<file path="config.mk">
export PLATFORM = sky130hd
export DESIGN_NAME = fir_decimator_by_six_flat
export DESIGN_NICKNAME = d
export VERILOG_FILES = /design/src/hdl/fdec_pkg.sv /design/src/hdl/fdec_if.sv /design/src/hdl/fdec_mac.sv /design/src/hdl/fir_decimator_by_six.sv /design/src/flat_wrapper.sv
export SDC_FILE = /design/constraint.sdc
export NUM_CORES = 2
export LEC_CHECK = 0
export BUFFER_PORTS_ARGS = -buffer_cell sky130_fd_sc_hd__buf_2
export CORE_ASPECT_RATIO = 1.75
export CORE_UTILIZATION = 31
export CTS_CLUSTER_DIAMETER = 100
export DETAILED_ROUTE_END_ITERATION = 8
export GPL_TIMING_DRIVEN = 0
export MAX_ROUTING_LAYER = met4
export PLACE_DENSITY_LB_ADDON = 0.25
export SLEW_MARGIN = 25
export SYNTH_ARGS = -nofsm -noshare
export SYNTH_HDL_FRONTEND = slang
export SYNTH_SLANG_ARGS = --single-unit
</file>
<file path="constraint.sdc">
create_clock -name clk -period 16.02 [get_ports clk]
set_clock_uncertainty 0.1 [all_clocks]
set_input_delay 1.602 -clock clk [delete_from_list [all_inputs] [get_ports clk]]
set_output_delay 1.602 -clock clk [all_outputs]
set_load 0.02 [all_outputs]
</file>
<file path="src/hdl/fdec_pkg.sv">
// types, constants and coefficient table of the 48 kHz to 8 kHz decimator
package fdec_pkg;

    localparam int COEF_W    = 18;
    localparam int COEF_FRAC = 17;
    localparam int HALF_TAPS = 60;

    // first half of the symmetric low-pass response, Q1.17
    localparam logic signed [COEF_W-1:0] HALF_COEFS [HALF_TAPS] = '{
        -18'sd1,     18'sd0,      18'sd1,      18'sd3,      18'sd6,
        18'sd7,      18'sd7,      18'sd4,      -18'sd3,     -18'sd13,
        -18'sd24,    -18'sd32,    -18'sd33,    -18'sd24,    -18'sd3,
        18'sd28,     18'sd63,     18'sd91,     18'sd102,    18'sd86,
        18'sd40,     -18'sd33,    -18'sd120,   -18'sd199,   -18'sd245,
        -18'sd235,   -18'sd155,   -18'sd12,    18'sd173,    18'sd358,
        18'sd492,    18'sd524,    18'sd422,    18'sd182,    -18'sd163,
        -18'sd542,   -18'sd861,   -18'sd1022,  -18'sd946,   -18'sd603,
        -18'sd27,    18'sd681,    18'sd1362,   18'sd1832,   18'sd1922,
        18'sd1525,   18'sd634,    -18'sd634,   -18'sd2043,  -18'sd3265,
        -18'sd3940,  -18'sd3744,  -18'sd2461,  -18'sd40,    18'sd3371,
        18'sd7434,   18'sd11666,  18'sd15509,  18'sd18429,  18'sd20004
    };

    typedef enum logic [1:0] {
        ST_IDLE,
        ST_MAC,
        ST_DRAIN,
        ST_DONE
    } fdec_state_t;

    // control from the sequencer to the multiply-accumulate unit
    typedef struct packed {
        logic clear;
        logic valid;
    } mac_ctrl_t;

endpackage

</file>
<file path="src/hdl/fdec_if.sv">
// stream interfaces for the input and output samples
interface fdec_in_if #(
    parameter int SAMPLE_BITS = 16
);
    logic                          valid;
    logic                          ready;
    logic signed [SAMPLE_BITS-1:0] sample_in;

    modport source (output valid, output sample_in, input ready);
    modport sink   (input valid, input sample_in, output ready);
endinterface

interface fdec_out_if #(
    parameter int SAMPLE_BITS = 16
);
    logic                          valid;
    logic                          ready;
    logic signed [SAMPLE_BITS-1:0] sample_out;

    modport source (output valid, output sample_out, input ready);
    modport sink   (input valid, input sample_out, output ready);
endinterface

</file>
<file path="src/hdl/fdec_mac.sv">
// multiply-accumulate unit with round-half-up and saturation to the sample width
module fdec_mac #(
    parameter int SAMPLE_BITS = 16,
    parameter int TAP_COUNT   = 120
) (
    input  logic                                  clk,
    input  logic                                  rst_n,
    input  fdec_pkg::mac_ctrl_t                   ctrl,
    input  logic signed [SAMPLE_BITS-1:0]         sample,
    input  logic signed [fdec_pkg::COEF_W-1:0]    coef,
    output logic                                  busy,
    output logic signed [SAMPLE_BITS-1:0]         result
);

    localparam int PROD_W = SAMPLE_BITS + fdec_pkg::COEF_W;
    localparam int ACC_W  = PROD_W + $clog2(TAP_COUNT);
    localparam int QW     = ACC_W - fdec_pkg::COEF_FRAC;

    localparam logic signed [ACC_W-1:0] ROUND_BIAS =
        ACC_W'(64'd1 << (fdec_pkg::COEF_FRAC - 1));
    localparam logic signed [QW-1:0] Q_MAX = QW'((64'd1 << (SAMPLE_BITS - 1)) - 64'd1);
    localparam logic signed [QW-1:0] Q_MIN = -Q_MAX - QW'(1);

    logic                     prod_valid_reg;
    logic signed [PROD_W-1:0] prod_reg;
    logic signed [PROD_W-1:0] prod_next;
    logic signed [ACC_W-1:0]  acc_reg;
    logic signed [ACC_W-1:0]  acc_next;
    logic signed [ACC_W-1:0]  biased;
    logic signed [QW-1:0]     q;

    assign prod_next = PROD_W'(sample) * PROD_W'(coef);

    always_comb
    begin
        acc_next = acc_reg;
        if (ctrl.clear)
        begin
            acc_next = '0;
        end
        else if (prod_valid_reg)
        begin
            acc_next = acc_reg + ACC_W'(prod_reg);
        end
    end

    always_ff @(posedge clk or negedge rst_n)
    begin
        if (!rst_n)
        begin
            prod_valid_reg <= 1'b0;
        end
        else
        begin
            prod_valid_reg <= ctrl.valid;
        end
    end

    always_ff @(posedge clk)
    begin
        prod_reg <= prod_next;
        acc_reg  <= acc_next;
    end

    // round half up, floor shift, then clamp
    assign biased = acc_reg + ROUND_BIAS;
    assign q      = QW'(biased >>> fdec_pkg::COEF_FRAC);

    always_comb
    begin
        if (q > Q_MAX)
        begin
            result = Q_MAX[SAMPLE_BITS-1:0];
        end
        else if (q < Q_MIN)
        begin
            result = Q_MIN[SAMPLE_BITS-1:0];
        end
        else
        begin
            result = q[SAMPLE_BITS-1:0];
        end
    end

    assign busy = prod_valid_reg;

endmodule

</file>
<file path="src/hdl/fir_decimator_by_six.sv">
// top level of the 120-tap fir decimator, 48 kHz in, 8 kHz out
//
//  channel      | dir | payload              | transaction
//  -------------+-----+----------------------+-------------------------------
//  in_stream    | in  | sample_in  (s, Q1.15) | one 48 kHz sample
//  out_stream   | out | sample_out (s, Q1.15) | one 8 kHz sample, every sixth
//
//  an input that does not complete a group of DECIMATION is taken without leaving
//  the idle state, so such inputs can stream back to back
//  the input that completes a group starts one pass over the delay line memory:
//  a read of every tap on the single read port, a drain of the multiply-accumulate
//  pipeline, then a load of the output register, with ready low throughout; the
//  load waits while the output register still holds an unaccepted result
//  reset clears all control at once; the delay line memory is not swept, a fill
//  count marks which taps hold samples, the rest read as zero
//  a result waiting in the output register does not stop input; only the next
//  finished result waits for it
module fir_decimator_by_six #(
    parameter int TAP_COUNT   = 120,
    parameter int DECIMATION  = 6,
    parameter int SAMPLE_BITS = 16
) (
    input logic        clk,
    input logic        rst_n,
    fdec_in_if.sink    in_stream,
    fdec_out_if.source out_stream
);

    localparam int AW    = $clog2(TAP_COUNT);
    localparam int FW    = $clog2(TAP_COUNT + 1);
    localparam int PHW   = $clog2(DECIMATION);
    localparam int IDX_W = (AW > 6) ? AW : 6;

    localparam logic [AW-1:0]  LAST_TAP   = AW'(TAP_COUNT - 1);
    localparam logic [FW-1:0]  FULL_COUNT = FW'(TAP_COUNT);
    localparam logic [PHW-1:0] LAST_PHASE = PHW'(DECIMATION - 1);

    // delay line memory, one write port, one registered read port
    logic [SAMPLE_BITS-1:0] mem [TAP_COUNT];
    logic [SAMPLE_BITS-1:0] rd_data_reg;

    fdec_pkg::fdec_state_t state_reg;
    fdec_pkg::fdec_state_t state_next;

    // write side
    logic [AW-1:0]  wr_ptr_reg;
    logic [AW-1:0]  wr_ptr_next;
    logic [FW-1:0]  fill_reg;
    logic [FW-1:0]  fill_next;
    logic [PHW-1:0] phase_reg;
    logic [PHW-1:0] phase_next;

    // read sweep
    logic [AW-1:0]  rd_ptr_reg;
    logic [AW-1:0]  rd_ptr_next;
    logic [AW-1:0]  k_reg;
    logic [AW-1:0]  k_next;

    // stage aligned with the memory read data
    logic                                s1_valid_reg;
    logic                                s1_live_reg;
    logic signed [fdec_pkg::COEF_W-1:0]  s1_coef_reg;

    // output register
    logic                          out_valid_reg;
    logic                          out_valid_next;
    logic signed [SAMPLE_BITS-1:0] out_data_reg;

    // sequencer outputs
    logic in_ready;
    logic issue;
    logic load_out;

    logic in_acc;
    logic trigger;
    logic tap_live;

    // coefficient for tap k from the symmetric half table
    logic [AW-1:0]                      mirror;
    logic [IDX_W-1:0]                   m_ext;
    logic signed [fdec_pkg::COEF_W-1:0] coef_k;

    fdec_pkg::mac_ctrl_t           mac_ctrl;
    logic signed [SAMPLE_BITS-1:0] mac_sample;
    logic                          mac_busy;
    logic signed [SAMPLE_BITS-1:0] mac_result;

    assign in_acc  = in_stream.valid && in_ready;
    assign trigger = (phase_reg == LAST_PHASE);

    // next state
    always_comb
    begin
        state_next = state_reg;
        unique case (state_reg)
            fdec_pkg::ST_IDLE:
            begin
                if (in_acc && trigger)
                begin
                    state_next = fdec_pkg::ST_MAC;
                end
            end
            fdec_pkg::ST_MAC:
            begin
                if (k_reg == LAST_TAP)
                begin
                    state_next = fdec_pkg::ST_DRAIN;
                end
            end
            fdec_pkg::ST_DRAIN:
            begin
                // wait until the last product has reached the accumulator
                if (!s1_valid_reg && !mac_busy)
                begin
                    state_next = fdec_pkg::ST_DONE;
                end
            end
            fdec_pkg::ST_DONE:
            begin
                if (!out_valid_reg || out_stream.ready)
                begin
                    state_next = fdec_pkg::ST_IDLE;
                end
            end
            default:
            begin
                state_next = fdec_pkg::ST_IDLE;
            end
        endcase
    end

    // sequencer outputs
    always_comb
    begin
        in_ready = 1'b0;
        issue    = 1'b0;
        load_out = 1'b0;
        unique case (state_reg)
            fdec_pkg::ST_IDLE:
            begin
                in_ready = 1'b1;
            end
            fdec_pkg::ST_MAC:
            begin
                issue = 1'b1;
            end
            fdec_pkg::ST_DRAIN:
            begin
                in_ready = 1'b0;
            end
            fdec_pkg::ST_DONE:
            begin
                load_out = !out_valid_reg || out_stream.ready;
            end
            default:
            begin
                in_ready = 1'b0;
            end
        endcase
    end

    // write pointer and phase advance on each accepted sample, the fill count until it reaches TAP_COUNT
    always_comb
    begin
        wr_ptr_next = wr_ptr_reg;
        fill_next   = fill_reg;
        phase_next  = phase_reg;
        if (in_acc)
        begin
            wr_ptr_next = (wr_ptr_reg == LAST_TAP) ? '0 : wr_ptr_reg + 1'b1;
            if (fill_reg != FULL_COUNT)
            begin
                fill_next = fill_reg + 1'b1;
            end
            phase_next = trigger ? '0 : phase_reg + 1'b1;
        end
    end

    // read sweep walks from the newest sample back to the oldest
    always_comb
    begin
        rd_ptr_next = rd_ptr_reg;
        k_next      = k_reg;
        if (in_acc)
        begin
            rd_ptr_next = wr_ptr_reg;
            k_next      = '0;
        end
        else if (issue)
        begin
            rd_ptr_next = (rd_ptr_reg == '0) ? LAST_TAP : rd_ptr_reg - 1'b1;
            k_next      = k_reg + 1'b1;
        end
    end

    assign mirror = LAST_TAP - k_reg;
    assign m_ext  = (k_reg < mirror) ? IDX_W'(k_reg) : IDX_W'(mirror);

    always_comb
    begin
        if (m_ext < IDX_W'(fdec_pkg::HALF_TAPS))
        begin
            coef_k = fdec_pkg::HALF_COEFS[m_ext[5:0]];
        end
        else
        begin
            coef_k = '0;
        end
    end

    // taps not yet written since reset weigh as zero samples
    assign tap_live = (FW'(k_reg) < fill_reg);

    always_comb
    begin
        out_valid_next = out_valid_reg;
        if (load_out)
        begin
            out_valid_next = 1'b1;
        end
        else if (out_stream.ready)
        begin
            out_valid_next = 1'b0;
        end
    end

    always_ff @(posedge clk or negedge rst_n)
    begin
        if (!rst_n)
        begin
            state_reg     <= fdec_pkg::ST_IDLE;
            wr_ptr_reg    <= '0;
            fill_reg      <= '0;
            phase_reg     <= '0;
            rd_ptr_reg    <= '0;
            k_reg         <= '0;
            s1_valid_reg  <= 1'b0;
            s1_live_reg   <= 1'b0;
            out_valid_reg <= 1'b0;
        end
        else
        begin
            state_reg     <= state_next;
            wr_ptr_reg    <= wr_ptr_next;
            fill_reg      <= fill_next;
            phase_reg     <= phase_next;
            rd_ptr_reg    <= rd_ptr_next;
            k_reg         <= k_next;
            s1_valid_reg  <= issue;
            s1_live_reg   <= issue && tap_live;
            out_valid_reg <= out_valid_next;
        end
    end

    always_ff @(posedge clk)
    begin
        s1_coef_reg <= coef_k;
        if (load_out)
        begin
            out_data_reg <= mac_result;
        end
    end

    // the sweep starts the cycle after the write and no write happens during
    // it, so read and write never meet on one entry
    always_ff @(posedge clk)
    begin
        if (in_acc)
        begin
            mem[wr_ptr_reg] <= in_stream.sample_in;
        end
        rd_data_reg <= mem[rd_ptr_reg];
    end

    assign mac_sample     = s1_live_reg ? $signed(rd_data_reg) : '0;
    assign mac_ctrl.clear = in_acc && trigger;
    assign mac_ctrl.valid = s1_valid_reg;

    fdec_mac #(
        .SAMPLE_BITS (SAMPLE_BITS),
        .TAP_COUNT   (TAP_COUNT)
    ) u_fdec_mac (
        .clk    (clk),
        .rst_n  (rst_n),
        .ctrl   (mac_ctrl),
        .sample (mac_sample),
        .coef   (s1_coef_reg),
        .busy   (mac_busy),
        .result (mac_result)
    );

    assign in_stream.ready       = in_ready;
    assign out_stream.valid      = out_valid_reg;
    assign out_stream.sample_out = out_data_reg;

endmodule

</file>
<file path="src/flat_wrapper.sv">
// flat-port wrapper written by rule: the top's interface ports become plain ports
module fir_decimator_by_six_flat 
#(
    parameter int TAP_COUNT   = 120,
    parameter int DECIMATION  = 6,
    parameter int SAMPLE_BITS = 16
)
  (clk, rst_n, in_stream_valid, in_stream_sample_in, in_stream_ready, out_stream_valid, out_stream_sample_out, out_stream_ready);
  fdec_in_if #(.SAMPLE_BITS(SAMPLE_BITS)) in_stream_i ();
  fdec_out_if #(.SAMPLE_BITS(SAMPLE_BITS)) out_stream_i ();
  input logic clk;
  input logic rst_n;
  input wire logic [$bits(in_stream_i.valid)-1:0] in_stream_valid;
  input wire logic [$bits(in_stream_i.sample_in)-1:0] in_stream_sample_in;
  output wire logic [$bits(in_stream_i.ready)-1:0] in_stream_ready;
  output wire logic [$bits(out_stream_i.valid)-1:0] out_stream_valid;
  output wire logic [$bits(out_stream_i.sample_out)-1:0] out_stream_sample_out;
  input wire logic [$bits(out_stream_i.ready)-1:0] out_stream_ready;
  assign in_stream_i.valid = in_stream_valid;
  assign in_stream_i.sample_in = in_stream_sample_in;
  assign in_stream_ready = in_stream_i.ready;
  assign out_stream_valid = out_stream_i.valid;
  assign out_stream_sample_out = out_stream_i.sample_out;
  assign out_stream_i.ready = out_stream_ready;
  fir_decimator_by_six #(.TAP_COUNT(TAP_COUNT), .DECIMATION(DECIMATION), .SAMPLE_BITS(SAMPLE_BITS)) u_core (.clk(clk), .rst_n(rst_n), .in_stream(in_stream_i), .out_stream(out_stream_i));
endmodule
</file>
[Yosys cells after proc, flatten, opt, wreduce, memory -nomap -nowiden]
Memories as Yosys holds them, arrays and structs flattened. A register that Yosys moved wholly into a read port is not among the register bits.
Index checks and enable logic that the tools add are counted.
Storage, ports and cells
  RAM bits: 1920
  register bits after elaboration: 128
  bits in read-only memories: 1152
  output and inout port bits: 18
  logic and storage cells: 78
  memories kept: 2
  bits of input ports: 20
Operators by class
  $add $sub $neg: 8
  bitwise gates (word level): 1
  muxes and demuxes: 22
  order comparisons: 5
  multipliers: 1
  reductions and logical operators: 15
  eq/ne operators: 11
Memory list
  u_core.mem: depth 120, width 16, rd ports 1, clocked after memory_dff 1, wr ports 1, line fir_decimator_by_six.sv:39  | logic [SAMPLE_BITS-1:0] mem [TAP_COUNT];
  (no name shown): depth 64, width 18, rd ports 1, clocked after memory_dff 1, wr ports 0, line fir_decimator_by_six.sv:203  | coef_k = fdec_pkg::HALF_COEFS[m_ext[5:0]];
Operator list (count)
  7-bit 2-to-1 mux: 7
  41-bit by 18-bit adder with 41-bit output, second input constant: 1
  41-bit by 34-bit adder with 41-bit output: 1
  16-bit by 18-bit multiplier with 34-bit output: 1
  16-bit 2-to-1 mux: 2
  24-bit by 16-bit greater-than comparator with 1-bit output, second input constant: 1
  24-bit by 16-bit less-than comparator with 1-bit output, second input constant: 1
  7-bit by 1-bit adder with 7-bit output, second input constant: 3
  7-bit == test, second input constant: 2
  7-bit less-than comparator: 2
  2-bit 2-to-1 mux: 4
  2-bit by 1-bit != test with 1-bit output, second input constant: 4
  2-bit one-hot mux with 4 select lines: 1
  7-bit logical NOT: 1
  7-bit by 6-bit less-than comparator with 1-bit output, second input constant: 1
  1-bit 2-to-1 mux: 7
  7-bit != test, second input constant: 1
  6-bit NOT with 7-bit output: 1
  7-bit by 1-bit subtractor with 7-bit output, second input constant: 1
  7-bit subtractor, first input constant: 1
  2-bit == test, second input constant: 2
  1-bit logical AND: 4
  1-bit logical NOT: 4
  4-bit AND reduction: 1
  other kinds (8): 9

[Longest topological paths before layout]
  word-level depth: 6
  gate-level depth with buffers: 26
  mapped depth without buffers: 25

[Cells and area by module]
From an unflattened synthesis, not the netlist that was laid out.
Unflattened totals
  cells, all modules: 5513
  area total of the unflattened synthesis: 94797.2 um2
By module, submodules not included
  fir_decimator_by_six: instances 1, area an instance 78769.3 um2, cells each 3698, sequential area each 59677.2 um2
  fdec_mac: instances 1, area an instance 16027.9 um2, cells each 1815, sequential area each 1526.5 um2

[Worst setup path after synthesis]
OpenSTA, ideal clock, no wires.
  kind: register to register
  from: register u_core.s1_live_reg
  to: register u_core.u_fdec_mac.prod_reg[32]
  clock period less this slack: 6400 ps
  data required time: 15848 ps
  cell stages (with the launch flop): 27
  setup time: 72 ps
  path buffers: 3
  path slack: 9620 ps
  arrival time: 6228 ps
  cells stage by stage: dfrtp_1 -> clkbuf_1 -> and2_1 -> clkbuf_1 -> nand2_1 -> fa_1 -> inv_1 -> fa_1 -> inv_1 -> fa_1 -> inv_1 -> fa_1 -> fa_1 -> inv_1 -> fa_1 -> inv_1 -> ha_1 -> clkbuf_1 -> nand4_1 -> nor4_1 -> nand4_1 -> a31oi_1 -> o21ba_2 -> o21a_1 -> nor2_1 -> o21ai_0 -> xnor2_1
Between the ends
  cells in the longest elaborated chain, start to end: 2
Ends and longest elaborated chain
  start, declared: line fir_decimator_by_six.sv:61  | logic s1_live_reg;
  start signal, assigned: line fir_decimator_by_six.sv:250  | s1_live_reg <= issue && tap_live;
  16-bit 2-to-1 mux: line fir_decimator_by_six.sv:275  | assign mac_sample = s1_live_reg ? $signed(rd_data_reg) : '0;
  16-bit by 18-bit multiplier with 34-bit output: line fdec_mac.sv:32  | assign prod_next = PROD_W'(sample) * PROD_W'(coef);
  net u_core.u_fdec_mac.prod_next[32]: line fdec_mac.sv:26  | logic signed [PROD_W-1:0] prod_next;
  end signal, assigned: line fdec_mac.sv:61  | prod_reg <= prod_next;
  end, declared: line fdec_mac.sv:25  | logic signed [PROD_W-1:0] prod_reg;
The timed path passes the listed nets, and every way through them passes these cells.
A chain may end at the register's enable or synchronous reset.

[Worst setup path in the final report]
  from: register u_core.s1_live_reg
  to: register u_core.u_fdec_mac.prod_reg[30]
The elaborated chain is that of the path after synthesis.

==> out/metrics.cfg <==
[power_and_ir_drop]
pwr-share-comb_pct=1.0
peakVddDrop_mv=0.0804
clkPwrFrac_pct=43.5
p_leak_nw=36.8
p_sw_share_pct=20.7
p_sw_mw=2.21
total_power_mw=10.7
power_density_nw_per_um2=96.9
intPower_mw=8.47
seqPwrFrac_pct=55.5

[timing]
layout_min_cycle_time_ns=8.76
min_period_over_period_pct=54.7
fmax_ghz=0.114
finalSetupViolCount=0
tightest_slew_ns=1.23
hold_violations=0
rsz0062_at_grt=false
final.setup.tns_ns=0
max-slew-margin-rel_pct=17.9
slew_violations=0

[global_routing]
grt_pass1_wl_um=505000
grt_overflow=0
gr-usage-all-layers_pct=25.2
grt_max_degree=93
grt_antenna_before_repair=17
grt_pass1_vias=58207

[routing]
vias=56970
postRouteAntennaNets=0
avgRoutedWirePerCell_um=36.6
initialDrtViolationCount=6417
wl_met1_um=120000
drt-pass1-iter-count=8
drc_errors=2
topRoutingLayerUsed=met4
viasPerCell=5.50
met3_length_um=22400
wl_met2_um=197000
wl_um=379000

[synth]
synth_edf_count=1936
yosysWarningCount=0
synth_nets=6220
synth.distinct_cells=94
synth_seq_cells=2080
synth_commonest_cells=1936 x edfxtp_1, 385 x mux4_2, 351 x inv_1
netlist_area_um2=94200
yosysMostFrequentCell=edfxtp_1
synth_top_area_share_pct=61.7
yosysTopAreaCell=edfxtp_1
async_flop_share_pct=1.78
seq_area_frac_synth_pct=64.9
synth_cells=5774
yosys-top-cells-area=edfxtp_1 62%, mux4_2 9.2%, fa_1 5.8%
synthFlopType=edfxtp_1
avgSynthCellArea_um2=16.3

[floorplan]
die_w_um=419
start_util_pct=31.2
die_area_um2=306000
io_pins=38
die_y_um=731
core_area_um2=302000
row_count=267

[clocking]
cts_buffers=195
htreeDepth=4
cts_resized=0
post_cts_buffers=0
path_clk_slew_ns=0.07
worst_skew_pair.late_latency_ns=0.92
clock-root-buffer=clkbuf_16
cts.sinks=2080
clk_path_buf_depth=4
cts_hold_buf=0
cts_tree=done

[critical_path]
r2r_start=u_core.s1_live_reg
max_stage_delay_ns=0.63
crit_required_ns=16.65
critPathLaunch=u_core.s1_live_reg
critical_path_peak_fanout=10
arrival_ns=9.39
worstSetupPathType=reg2reg
start_kind=register
worst_path_max_delay_cell=o311ai_2
crit_top_cell=fa_1
endpoint_kind=register

[cells_and_area]
area_growth_pct=16.9
final_layout_size_suffix_gt1_share_pct=19.9
largest_reg_flops=1920
nets=6603
fin_util_pct=36.4

[place]
port_buffers=37
place_congestion=1.02
dpl.hpwl_um=277000

[flow_run]
cap_violations=0

[run_status]
violations=DRC
status=finished, violations left

[hold_path]
worstHoldStart=u_core.s1_valid_reg
hold_path.class=reg2reg

[final timing paths]
path / endpoint / depth (start not counted) / slack (ns)
max in group asynchronous: u_core.fill_reg[4] / 1 / 14.63
hold / removal: u_core.u_fdec_mac.busy / 0 / 0.28
setup / recovery: u_core.u_fdec_mac.prod_reg[30] / 25 / 7.26
hold reg to reg: u_core.u_fdec_mac.busy / 0 / 0.28
setup reg to reg: u_core.u_fdec_mac.prod_reg[30] / 25 / 7.26
min in group asynchronous: u_core.out_stream.valid / 1 / 0.63
[stage by stage]
stage	instances	setup slack (ns)	hold WS (ns)	instance area, um2
after floorplan	5774	9.62	0.249	94200
after global placement	9846	6.19	0.255	99500
after detailed placement	9995	7.07	0.266	104000
after CTS	10335	7.03	0.278	110000
after global routing	10349	6.83	0.288	110000
final	10352	7.26	0.278	110000
[worst max-delay path: cells and delay by family, from the launching register on]
kind	cells	cell delay, ns
adders and majority gates	7	3.23
and+or+nand+nor	5	1.70
AOI/OAI and AO/OA	5	1.47
buffers and inverters	8	1.45
DFF	1	0.59
[cell usage in the layout, fill, tap and decap left out, types with 75 or more instances in the layout]
master,Yosys,final
and3_1,138,138
fa_1,272,272
clkbuf_16,0,199
ha_1,154,154
mux4_2,385,385
edfxtp_1,1936,1936
xnor2_1,76,75
buf_2,38,91
buf_16,0,89
nand2_1,288,288
clkbuf_1,187,168
a21oi_1,210,210
o21ai_0,159,158
dfxtp_1,107,107
mux2i_1,280,280
nor2_1,276,160
inv_1,351,351
nor2_4,1,117
[logic make-up after synthesis]
group	count (synthesis)	synth area share [%]
AOI/OAI and AO/OA	796	5.56
xor gates and xnor gates	108	1.00
adders and majority gates	426	7.82
buffers and inverters	682	3.13
DFF	2080	64.9
muxes	711	12.7
and+or+nand+nor	971	4.83
[power groups by stage]
stage	clock network (mW)	registers (mW)	logic [mW]
after global routing	4.85	5.92	0.114
after global placement	0	6.05	0.0870
after detailed placement	0	6.04	0.109
final	4.64	5.93	0.110
after floorplan	0	6.05	0.0000491
after CTS	4.67	5.93	0.109
[layer usage]
layer,vias up,track usage [%]
met5,-,-
met4,0,21.5
met3,1070,3.82
met2,2686,44.0
met1,30192,24.2
li1,23022,-
[layout make-up]
cell class | instances | area (um2)
fillers | 28344 | 192000
flip-flops and latches | 2080 | 61200
multi-input cells | 3012 | 31000
clock buffers | 244 | 5170
well taps | 4035 | 5050
repair buffers | 186 | 3670
plain buffers | 325 | 1710
inverters | 357 | 1340
clock inverters | 96 | 901
diodes | 17 | 42.5
No activity file was read; power rests on OpenSTA's default activity.
